[config.mk]
export PLATFORM = sky130hd
export DESIGN_NAME = ordered_list_engine_flat
export DESIGN_NICKNAME = d
export VERILOG_FILES = /design/src/hdl/ole_pkg.sv /design/src/hdl/ole_if.sv /design/src/hdl/ole_dp.sv /design/src/hdl/ole_ctrl.sv /design/src/hdl/ordered_list_engine.sv /design/src/flat_wrapper.sv
export VERILOG_INCLUDE_DIRS = /design/src /design/src/hdl
export SDC_FILE = /design/constraint.sdc
export NUM_CORES = 2
export LEC_CHECK = 0
export ABC_CLOCK_PERIOD_IN_PS = 13600
export BUFFER_PORTS_ARGS = -buffer_cell sky130_fd_sc_hd__buf_4
export CORE_MARGIN = 5
export CORE_UTILIZATION = 49
export CTS_BUF_LIST = sky130_fd_sc_hd__clkbuf_8 sky130_fd_sc_hd__clkbuf_16
export CTS_CLUSTER_DIAMETER = 150
export DETAILED_ROUTE_END_ITERATION = 12
export PLACE_DENSITY_LB_ADDON = 0.2
export REMOVE_ABC_BUFFERS = 1
export SLEW_MARGIN = 0
export SYNTH_ARGS = -nofsm -noshare
export SYNTH_HDL_FRONTEND = slang
export SYNTH_SLANG_ARGS = --single-unit
[constraint.sdc]
create_clock -name clk -period 13.6 [get_ports clk]
set_clock_uncertainty 0.15 [all_clocks]
set_input_delay 2.72 -clock clk [delete_from_list [all_inputs] [get_ports clk]]
set_output_delay 2.72 -clock clk [all_outputs]
set_load 0.1 [all_outputs]
[src/hdl/assert_macros.svh]
// Assertion helpers shared by the RTL files.
`ifndef ASSERT_MACROS_SVH
`define ASSERT_MACROS_SVH

// Checked on every rising edge outside reset.
`define OLE_ASSERT(lbl, prop, msg) \
  lbl: assert property (@(posedge clk) disable iff (rst) prop) else $error(msg);

// Checked on every rising edge, reset included.
`define OLE_ASSERT_ALWAYS(lbl, prop, msg) \
  lbl: assert property (@(posedge clk) prop) else $error(msg);

`endif

[src/hdl/ole_pkg.sv]
`timescale 1ns / 1ps
// ----------------------------------------------------------------------------
// ole_pkg
// Shared constants, codes and controller/datapath signal groups of the
// ordered list engine.
// ----------------------------------------------------------------------------
package ole_pkg;

  localparam int DEPTH   = 16;
  localparam int CNT_W   = $clog2(DEPTH + 1);
  localparam int IDX_W   = $clog2(DEPTH);
  localparam int VALUE_W = 32;

  typedef enum logic [1:0] {
    OP_INSERT = 2'd0,
    OP_APPEND = 2'd1,
    OP_REMOVE = 2'd2,
    OP_DUMP   = 2'd3
  } op_t;

  typedef enum logic [2:0] {
    ST_DONE     = 3'd0,
    ST_FULL     = 3'd1,
    ST_NOTFOUND = 3'd2,
    ST_ENTRY    = 3'd3,
    ST_EMPTY    = 3'd4
  } status_t;

  // Controller to datapath.
  typedef struct packed {
    logic capture;    // latch the accepted command
    logic compare;    // register the match vector
    logic exec;       // apply the command and load its single result
    logic dump_step;  // emit the front entry and rotate the list
  } ctl_t;

  // Datapath to controller.
  typedef struct packed {
    op_t  in_op;      // command on the request channel
    logic out_free;   // result register can take a beat this cycle
    logic empty;      // no entries held
    logic dump_last;  // current dump beat is the final entry
  } sts_t;

endpackage

[src/hdl/ole_if.sv]
`timescale 1ns / 1ps
// ----------------------------------------------------------------------------
// ole_req_if / ole_rsp_if
// Valid/ready channels carrying commands into and results out of the engine.
// ----------------------------------------------------------------------------
interface ole_req_if;
  logic                        valid;
  logic                        ready;
  logic [1:0]                  cmd;
  logic [ole_pkg::VALUE_W-1:0] value;

  modport source (output valid, output cmd, output value, input ready);
  modport sink (input valid, input cmd, input value, output ready);
endinterface

interface ole_rsp_if;
  logic                        valid;
  logic                        ready;
  logic [2:0]                  status;
  logic [ole_pkg::VALUE_W-1:0] entry;
  logic [ole_pkg::CNT_W-1:0]   count;
  logic                        last;

  modport source (output valid, output status, output entry, output count,
                  output last, input ready);
  modport sink (input valid, input status, input entry, input count,
                input last, output ready);
endinterface

[src/hdl/ole_dp.sv]
`timescale 1ns / 1ps
`include "assert_macros.svh"
// ----------------------------------------------------------------------------
// ole_dp
// Datapath: row of list cells with parallel compare and shift, entry count,
// dump rotation and the result register.
// ----------------------------------------------------------------------------
module ole_dp (
  input  logic                        clk,
  input  logic                        rst,
  input  ole_pkg::ctl_t               ctl,
  output ole_pkg::sts_t               sts,
  input  logic [1:0]                  in_cmd,
  input  logic [ole_pkg::VALUE_W-1:0] in_value,
  input  logic                        rsp_ready,
  output logic                        rsp_valid,
  output logic [2:0]                  rsp_status,
  output logic [ole_pkg::VALUE_W-1:0] rsp_entry,
  output logic [ole_pkg::CNT_W-1:0]   rsp_count,
  output logic                        rsp_last
);

  logic [ole_pkg::VALUE_W-1:0] cells [ole_pkg::DEPTH];
  logic [ole_pkg::VALUE_W-1:0] cells_next [ole_pkg::DEPTH];
  logic [ole_pkg::VALUE_W-1:0] cells_up [ole_pkg::DEPTH];
  logic [ole_pkg::VALUE_W-1:0] cells_dn [ole_pkg::DEPTH];
  logic [ole_pkg::CNT_W-1:0]   count;
  logic [ole_pkg::CNT_W-1:0]   count_next;
  logic [ole_pkg::IDX_W-1:0]   dump_idx;
  ole_pkg::op_t                op;
  logic [ole_pkg::VALUE_W-1:0] op_value;
  logic [ole_pkg::DEPTH-1:0]   match_q;
  logic [ole_pkg::DEPTH-1:0]   first;
  logic [ole_pkg::DEPTH-1:0]   after;
  logic                        found;
  logic                        full;
  logic                        load;
  ole_pkg::status_t            res_status;
  logic [ole_pkg::VALUE_W-1:0] res_entry;
  logic                        res_last;

  assign full  = (count == ole_pkg::CNT_W'(ole_pkg::DEPTH));
  assign found = |match_q;
  // One-hot of the frontmost match, then every cell at or behind it.
  assign first = match_q & (~match_q + 1'b1);
  assign after = ~(first - 1'b1);
  assign load  = ctl.exec | ctl.dump_step;

  assign sts.in_op     = ole_pkg::op_t'(in_cmd);
  assign sts.out_free  = ~rsp_valid | rsp_ready;
  assign sts.empty     = (count == '0);
  assign sts.dump_last = ({1'b0, dump_idx} == count - 1'b1);

  // Neighbor views of the row: one place toward the front, one toward the back.
  always_comb begin
    for (int i = 0; i < ole_pkg::DEPTH - 1; i++) begin
      cells_up[i] = cells[i + 1];
    end
    cells_up[ole_pkg::DEPTH-1] = cells[ole_pkg::DEPTH-1];
    cells_dn[0] = op_value;
    for (int i = 1; i < ole_pkg::DEPTH; i++) begin
      cells_dn[i] = cells[i - 1];
    end
  end

  always_comb begin
    cells_next = cells;
    count_next = count;
    res_status = ole_pkg::ST_DONE;
    res_entry  = '0;
    res_last   = 1'b1;
    if (ctl.exec) begin
      case (op)
        ole_pkg::OP_INSERT: begin
          if (full) begin
            res_status = ole_pkg::ST_FULL;
          end else begin
            cells_next = cells_dn;
            count_next = count + 1'b1;
          end
        end
        ole_pkg::OP_APPEND: begin
          if (full) begin
            res_status = ole_pkg::ST_FULL;
          end else begin
            for (int i = 0; i < ole_pkg::DEPTH; i++) begin
              if (ole_pkg::CNT_W'(i) == count) cells_next[i] = op_value;
            end
            count_next = count + 1'b1;
          end
        end
        ole_pkg::OP_REMOVE: begin
          if (!found) begin
            res_status = ole_pkg::ST_NOTFOUND;
          end else begin
            // Close the gap behind the removed entry.
            for (int i = 0; i < ole_pkg::DEPTH; i++) begin
              if (after[i]) cells_next[i] = cells_up[i];
            end
            count_next = count - 1'b1;
          end
        end
        ole_pkg::OP_DUMP: begin
          res_status = ole_pkg::ST_EMPTY;
        end
        default: begin
          res_status = ole_pkg::ST_DONE;
        end
      endcase
    end else if (ctl.dump_step) begin
      // Emit the front and rotate it to the back of the held entries.
      res_status = ole_pkg::ST_ENTRY;
      res_entry  = cells[0];
      res_last   = sts.dump_last;
      for (int i = 0; i < ole_pkg::DEPTH; i++) begin
        if (ole_pkg::CNT_W'(i) + 1'b1 < count) begin
          cells_next[i] = cells_up[i];
        end else if (ole_pkg::CNT_W'(i) + 1'b1 == count) begin
          cells_next[i] = cells[0];
        end
      end
    end
  end

  always_ff @(posedge clk) begin
    cells <= cells_next;
    if (ctl.capture) begin
      op       <= ole_pkg::op_t'(in_cmd);
      op_value <= in_value;
    end
    if (ctl.compare) begin
      for (int i = 0; i < ole_pkg::DEPTH; i++) begin
        match_q[i] <= (cells[i] == op_value) && (ole_pkg::CNT_W'(i) < count);
      end
    end
    if (load) begin
      rsp_status <= res_status;
      rsp_entry  <= res_entry;
      rsp_count  <= count_next;
      rsp_last   <= res_last;
    end
  end

  always_ff @(posedge clk) begin
    if (rst) begin
      count     <= '0;
      dump_idx  <= '0;
      rsp_valid <= 1'b0;
    end else begin
      count <= count_next;
      if (ctl.capture) begin
        dump_idx <= '0;
      end else if (ctl.dump_step) begin
        dump_idx <= dump_idx + 1'b1;
      end
      if (load) begin
        rsp_valid <= 1'b1;
      end else if (rsp_ready) begin
        rsp_valid <= 1'b0;
      end
    end
  end

  `OLE_ASSERT(a_count_bound, count <= ole_pkg::CNT_W'(ole_pkg::DEPTH), "count beyond depth")
  `OLE_ASSERT(a_load_free, load |-> sts.out_free, "result loaded over a pending beat")
  `OLE_ASSERT(a_count_step, ctl.dump_step |=> $stable(count), "dump changed the count")

endmodule

[src/hdl/ole_ctrl.sv]
`timescale 1ns / 1ps
`include "assert_macros.svh"
// ----------------------------------------------------------------------------
// ole_ctrl
// Controller: sequences capture, compare, execute and dump beats.
// ----------------------------------------------------------------------------
module ole_ctrl (
  input  logic          clk,
  input  logic          rst,
  input  logic          req_valid,
  output logic          req_ready,
  input  ole_pkg::sts_t sts,
  output ole_pkg::ctl_t ctl
);

  typedef enum logic [1:0] {
    S_IDLE,
    S_COMPARE,
    S_EXEC,
    S_DUMP
  } state_t;

  state_t state;
  logic   accept;

  assign accept = req_valid & req_ready;

  always_comb begin
    ctl = '0;
    case (state)
      S_IDLE:    ctl.capture = accept;
      S_COMPARE: ctl.compare = 1'b1;
      S_EXEC:    ctl.exec = sts.out_free;
      S_DUMP: begin
        ctl.exec      = sts.out_free & sts.empty;
        ctl.dump_step = sts.out_free & ~sts.empty;
      end
      default: ctl = '0;
    endcase
  end

  always_ff @(posedge clk) begin
    if (rst) begin
      state     <= S_IDLE;
      req_ready <= 1'b1;
    end else begin
      case (state)
        S_IDLE: begin
          if (accept) begin
            req_ready <= 1'b0;
            case (sts.in_op)
              ole_pkg::OP_REMOVE: state <= S_COMPARE;
              ole_pkg::OP_DUMP:   state <= S_DUMP;
              default:            state <= S_EXEC;
            endcase
          end
        end
        S_COMPARE: state <= S_EXEC;
        S_EXEC: begin
          if (sts.out_free) begin
            state     <= S_IDLE;
            req_ready <= 1'b1;
          end
        end
        S_DUMP: begin
          if (sts.out_free && (sts.empty || sts.dump_last)) begin
            state     <= S_IDLE;
            req_ready <= 1'b1;
          end
        end
        default: begin
          state     <= S_IDLE;
          req_ready <= 1'b1;
        end
      endcase
    end
  end

  `OLE_ASSERT(a_accept_busy, accept |=> !req_ready, "took a second command while busy")
  `OLE_ASSERT_ALWAYS(a_one_cmd, $onehot0(ctl), "more than one datapath command")
  `OLE_ASSERT(a_ready_idle, req_ready |-> state == S_IDLE, "ready outside idle")

endmodule

[src/hdl/ordered_list_engine.sv]
`timescale 1ns / 1ps
// ----------------------------------------------------------------------------
// ordered_list_engine
// Bounded ordered list of signed 32-bit values with insert, append, remove
// and dump commands.
// ----------------------------------------------------------------------------
// Each command beat gives one result beat with last set, except a dump of a
// non-empty list, which streams every held entry front first and sets last on
// the final one. The list lives in a row of cells that compare and shift in
// parallel. Insert and append go from capture straight to execute; remove
// passes through a compare state that first registers the parallel compare.
// A dump rotates the row past its front cell, one entry per cycle while the
// result channel takes each beat. Results sit in an output register; a
// stalled result channel holds the engine at its next result beat.
module ordered_list_engine (
  input logic      clk,
  input logic      rst,
  ole_req_if.sink  req,
  ole_rsp_if.source rsp
);

  ole_pkg::ctl_t ctl;
  ole_pkg::sts_t sts;

  ole_ctrl u_ctrl (
    .clk       (clk),
    .rst       (rst),
    .req_valid (req.valid),
    .req_ready (req.ready),
    .sts       (sts),
    .ctl       (ctl)
  );

  ole_dp u_dp (
    .clk        (clk),
    .rst        (rst),
    .ctl        (ctl),
    .sts        (sts),
    .in_cmd     (req.cmd),
    .in_value   (req.value),
    .rsp_ready  (rsp.ready),
    .rsp_valid  (rsp.valid),
    .rsp_status (rsp.status),
    .rsp_entry  (rsp.entry),
    .rsp_count  (rsp.count),
    .rsp_last   (rsp.last)
  );

endmodule
[src/flat_wrapper.sv]
// flat-port wrapper written by rule: the top's interface ports become plain ports
module ordered_list_engine_flat 
  (clk, rst, req_valid, req_cmd, req_value, req_ready, rsp_valid, rsp_status, rsp_entry, rsp_count, rsp_last, rsp_ready);
  ole_req_if req_i ();
  ole_rsp_if rsp_i ();
  input logic clk;
  input logic rst;
  input wire logic [$bits(req_i.valid)-1:0] req_valid;
  input wire logic [$bits(req_i.cmd)-1:0] req_cmd;
  input wire logic [$bits(req_i.value)-1:0] req_value;
  output wire logic [$bits(req_i.ready)-1:0] req_ready;
  output wire logic [$bits(rsp_i.valid)-1:0] rsp_valid;
  output wire logic [$bits(rsp_i.status)-1:0] rsp_status;
  output wire logic [$bits(rsp_i.entry)-1:0] rsp_entry;
  output wire logic [$bits(rsp_i.count)-1:0] rsp_count;
  output wire logic [$bits(rsp_i.last)-1:0] rsp_last;
  input wire logic [$bits(rsp_i.ready)-1:0] rsp_ready;
  assign req_i.valid = req_valid;
  assign req_i.cmd = req_cmd;
  assign req_i.value = req_value;
  assign req_ready = req_i.ready;
  assign rsp_valid = rsp_i.valid;
  assign rsp_status = rsp_i.status;
  assign rsp_entry = rsp_i.entry;
  assign rsp_count = rsp_i.count;
  assign rsp_last = rsp_i.last;
  assign rsp_i.ready = rsp_ready;
  ordered_list_engine u_core (.clk(clk), .rst(rst), .req(req_i), .rsp(rsp_i));
endmodule
Yosys cells after proc, flatten, opt, wreduce, memory -nomap -nowiden
Cells that the tools add are included.
{"block": "totals", "mem_bits_rw": 0, "latchBits": 0, "output_inout_bits": 43, "reg_bits": 616, "elab_cells": 298, "romBits": 0, "n_memories": 0, "inputBits": 38}
{"block": "classes", "n_mux": 92, "eq_ne": 83, "n_shift": 0, "addsub": 5, "n_reduce_logical": 62, "div_mod_pow": 0, "bitwise": 11, "mul": 0, "magnitude_cmp": 17}
{"cell": "$mux 512", "count": 5}
{"cell": "$mux 32", "count": 62}
{"cell": "$pmux 512 s3", "count": 1}
{"cell": "$eq 32x32->1", "count": 16}
{"cell": "$reduce_and 8->1", "count": 16}
{"cell": "$ne 3x3->1 const B", "count": 33}
{"cell": "$reduce_bool 3->1", "count": 15}
{"cell": "$eq 4x5->1 const A", "count": 8}
{"cell": "$lt 4x5->1 const A", "count": 8}
{"cell": "$not 15->15", "count": 2}
{"cell": "$eq 3x5->1 const A", "count": 4}
{"cell": "$lt 3x5->1 const A", "count": 4}
{"cell": "$logic_and 1x1->1", "count": 17}
{"cell": "$reduce_or 16->1", "count": 1}
{"cell": "$add 15x1->15 const B", "count": 1}
{"cell": "$and 15x15->15", "count": 1}
{"cell": "$mux 5", "count": 3}
{"cell": "$sub 15x1->15 const B", "count": 1}
{"cell": "$eq 2x2->1 const B", "count": 6}
{"cell": "$eq 2x5->1 const A", "count": 2}
{"cell": "$lt 1x5->1 const A", "count": 2}
{"cell": "$lt 2x5->1 const A", "count": 2}
{"cell": "$mux 2", "count": 5}
{"cell": "$ne 2x2->1 const B", "count": 5}
{"cell": "other kinds (30)", "count": 50}

Longest topological paths before layout
{"block": "depth", "depth_word": 9, "depth_mapped": 11, "ltp_nobuf": 7}

Cells and area by module
From an unflattened synthesis, not the netlist that was laid out.
{"block": "unflattened", "cells_unflattened": 3905, "hier_area_um2": 39685.6}
{"mod": "ole_dp", "seq_area_each_um2": 18307.6, "area_per_inst_um2": 39501.6, "cells_per_inst": 3882, "n_inst": 1}
{"mod": "ole_ctrl", "seq_area_each_um2": 60.1, "area_per_inst_um2": 183.9, "cells_per_inst": 23, "n_inst": 1}

Least setup slack after synthesis
Ideal clock, no wire load.
{"block": "synth_timing", "path_kind": "input to register", "startpoint": "input rsp_ready", "endpoint": "register u_core.u_dp.cells[256] (netlist bit) (enable)", "path_stages": 6, "arrival_ps": 7858, "n_path_buf": 1, "slack_ps": 5090, "setup_ps": 502, "required_time_ps": 12948, "path_cell_list": "nand2b_1 -> nand2_1 -> inv_1 -> o21ai_0 -> buf_2 -> nor4_1"}
{"block": "synth_between", "elab_chain_cells": 5, "elab_cells_between_ends": 14, "classes_between": "eq/ne (6); mux (2); bitwise (3); reduce/logical (3)"}
{"element": "from (decl)", "line_no": "flat_wrapper.sv:17", "rtl": "input wire logic [$bits(rsp_i.ready)-1:0] rsp_ready;"}
{"element": "$or 1x1->1 (*)", "line_no": "ole_dp.sv:50", "rtl": "assign sts.out_free = ~rsp_valid | rsp_ready;"}
{"element": "$and 1x1->1, on equally long branches", "line_no": "ole_ctrl.sv:35, ole_ctrl.sv:36"}
{"element": "$pmux 1 s2 / $mux 1 (equally long branches)", "line_no": "ole_ctrl.sv:30", "rtl": "case (state)"}
{"element": "$ne 4x1->1 (no line) (tied with other cells)"}
{"element": "$reduce_and 8->1 (no line) (*)"}
{"element": "to (signal assigned)", "line_no": "ole_dp.sv:126", "rtl": "cells <= cells_next;"}
{"element": "to (decl)", "line_no": "ole_dp.sv:23", "rtl": "logic [ole_pkg::VALUE_W-1:0] cells [ole_pkg::DEPTH];"}
Mark *: on every way between the ends. The rest lies on a longest branch, timed or not.
A chain may end at the register's enable or synchronous reset.

Final worst setup path
{"block": "layout_timing", "startpoint": "input rsp_ready", "endpoint": "register u_core.u_dp.cells[280] (netlist bit) (enable)"}
The elaborated chain is that of the path after synthesis.

==> metrics.txt <==
Synth Instances=4,039; Syn Area/Cell=10.2 µm²; Routed WL per cell=34.4 µm; DP Area=0.0421 mm²; Period minus WS final=6570 ps; top_reg_cell synth=edfxtp_1; Layout Cells excl Fill=4,922; DRT Pass-1 Iters=8; vias in the first global route=31,700; most common cell after layout, fill and taps aside=edfxtp_1; GP Congestion=1.06; Routed WL=170 mm; routed vias=35,800; maximum root-to-sink buffer count=3; initial antenna violation count=7; fillers=7,293; final core utilization=53.2%; Initial Util=49.3%; Port Buffers=80; gr ovfl total=0; crit path DAT=6660 ps; Crit Path Category=input port to register; final period utilization=48.3%; CTS tree=done; Die X=300 µm; HPWL after DPL=108 mm; Clock Sinks=616; RSZ-0062 raised after global routing=false; Buf/Inv on CP=5; Via-to-Cell Ratio=7.27; CP max stage delay=890 ps; post-synthesis sequential area ratio=44.6%; die area=0.0899 mm²; Worst slew margin=1.31%; slowest CP cell=buf_4; # setup viols final=0; CTS resizes=0; Cells after DPL=4,786; Post-CTS Setup Inserts=0; Hold/Removal Path Class=register to register; Clock transition at path regs=60 ps; die height=300 µm; Final Cell Area=0.0444 mm²; Startpoint Class=input port; Netlist cell types=64; leakage power=14.9 nW; Async SR Flop Fraction=0%; CTS buffer count=76; Top Ports=81; pin count of the biggest net entering global routing=206; Max VDD drop=0.0000963 V; Post-Syn Area=0.0411 mm²; commonest cells after routing, fill and taps aside=edfxtp_1 (603), a221oi_1 (417), a21oi_1 (364); CP Max Fanout=95; Final Max Slew Viols=0; crit path cell chain=buf_4, nor2b_1, a211oi_4, buf_4, buf_4, buf_4, nor2_1, nor4_2, buf_4; Worst path most repeated cell=buf_4; cell row count=106; All-Layer GR Usage=36.0%; Achievable Freq=152 MHz; insertion delay to the later sink of the worst-skew pair=650 ps; H-Tree Depth=3; post-synthesis register bit count=616; kind of cell adding the most delay to the critical path=buffers and inverters; final hold vios=0; total power divided by cell area=133 mW/mm²; synth warn=0; CORE AREA=0.0834 mm²; antenna viol nets, final=0; worst slew pin tran=1470 ps; Final nets=3,832; top post-synthesis cells by area=edfxtp_1 (44%), a221oi_1 (8.9%), xor2_1 (7.4%), a211oi_1 (4.7%), a21oi_1 (4.5%); number of flops mapped to enable cells by yosys=603; top cell type's share of synthesized area=44.0%; root buffer cell=clkbuf_16; Req. time, crit path=13,690 ps; status=complete, but fails checks; Hold Buf Count CTS=0; drt drc=0; CP Capture Type=register; Area Growth Syn to Fin=7.83%; 1st-iter DRT viols=6,656; max cap viols=1; layout cells sized above 1=10.3%; first-pass GRT wire length=240 mm; area leader, netlist=edfxtp_1; failing checks=capacitance limit
final timing paths:
path                            cells past startpoint  slack (ps)               startpoint                       to
worst max-delay path                                9        7030                rsp_ready   u_core.u_dp.cells[280]
worst min-delay path                                2         360  u_core.u_dp.dump_idx[1]  u_core.u_dp.dump_idx[1]
worst max register to register                     10        7540     u_core.u_dp.count[1]   u_core.u_dp.cells[280]
worst min register to register                      2         360  u_core.u_dp.dump_idx[1]  u_core.u_dp.dump_idx[1]
per-layer routing:
| metal | GRT usage (%) | share of wire [%] |
|---|---|---|
| met1 | 49.7 | 38 |
| met2 | 50.9 | 41 |
| met3 | 9.91 | 14 |
| met4 | 21.1 | 7.2 |
| met5 | 0 | 0.047 |
sequential cells by signal (all words and copies together) (netlist names), 3 cells and up:
signal / count
u_core.u_dp.match_q: 16
u_core.u_dp.cells: 512
u_core.u_dp.rsp_status: 3
u_core.u_dp.rsp_count: 5
u_core.u_dp.count: 5
u_core.u_dp.op_value: 32
u_core.u_dp.rsp_entry: 32
u_core.u_dp.dump_idx: 4
where the power goes:
part | switching (W) | leakage (nW) | internal, W | total (W)
clock | 0.000869 | 1.20 | 0.00108 | 0.00195
combinational | 0.00108 | 8.11 | 0.000500 | 0.00158
sequential | 0.000114 | 5.59 | 0.00224 | 0.00235
total | 0.00207 | 14.9 | 0.00382 | 0.00588
logic make-up after synthesis:
group	count (synthesis)	synth area share, %
AOI/OAI and AO/OA	1261	21.5
DFF	616	44.6
xor gates and xnor gates	519	11.0
buffers and inverters	521	5.20
and+or+nand+nor	915	12.3
muxes	197	5.00
adders and majority gates	10	0.304
worst min-delay path, stage by stage (launching register included):
cell     delay [ps]
dfxtp_1         340
nand2_1          70
a21oi_1          60
Yosys cell counts, types with 13 or more instances:
| cell type | number |
|---|---|
| mux2i_1 | 129 |
| nand2_1 | 222 |
| nor3_1 | 24 |
| a31oi_1 | 41 |
| edfxtp_1 | 603 |
| xnor2_1 | 170 |
| dfxtp_1 | 13 |
| nand2b_1 | 38 |
| mux2_2 | 68 |
| a22o_1 | 36 |
| nand3_1 | 21 |
| nand4_1 | 56 |
| and3_1 | 72 |
| and2_1 | 37 |
| o21ai_0 | 110 |
| clkbuf_1 | 388 |
| a221oi_1 | 417 |
| xor2_1 | 349 |
| a211oi_1 | 255 |
| a21oi_1 | 368 |
| nor4_1 | 107 |
| nor2b_1 | 257 |
| nor2_1 | 56 |
| buf_2 | 100 |
stage by stage:
stage	hold WS (ps)	setup TNS, ps	total power [W]	setup WS [ps]
5_1_grt	405	0	0.00603	6900
3_3_place_gp	349	0	0.00388	6570
4_1_cts	366	0	0.00582	7150
6_report	361	0	0.00588	7030
3_5_place_dp	357	0	0.00390	6510
2_1_floorplan	325	-1697380	0.00350	-5570
cell type report:
type                    count  area (µm²)  area share (%)
diodes                      3        7.51          0.0169
clock buffers              79        1970            4.43
clock inverters            54         314           0.708
inverters                  12        52.6           0.118
multi-input cells        2902       20900            47.2
flip-flops and latches    616       18400            41.4
well taps                1080        1350            3.05
repair buffers            176        1350            3.04
No activity file was read; power rests on OpenSTA's default activity.
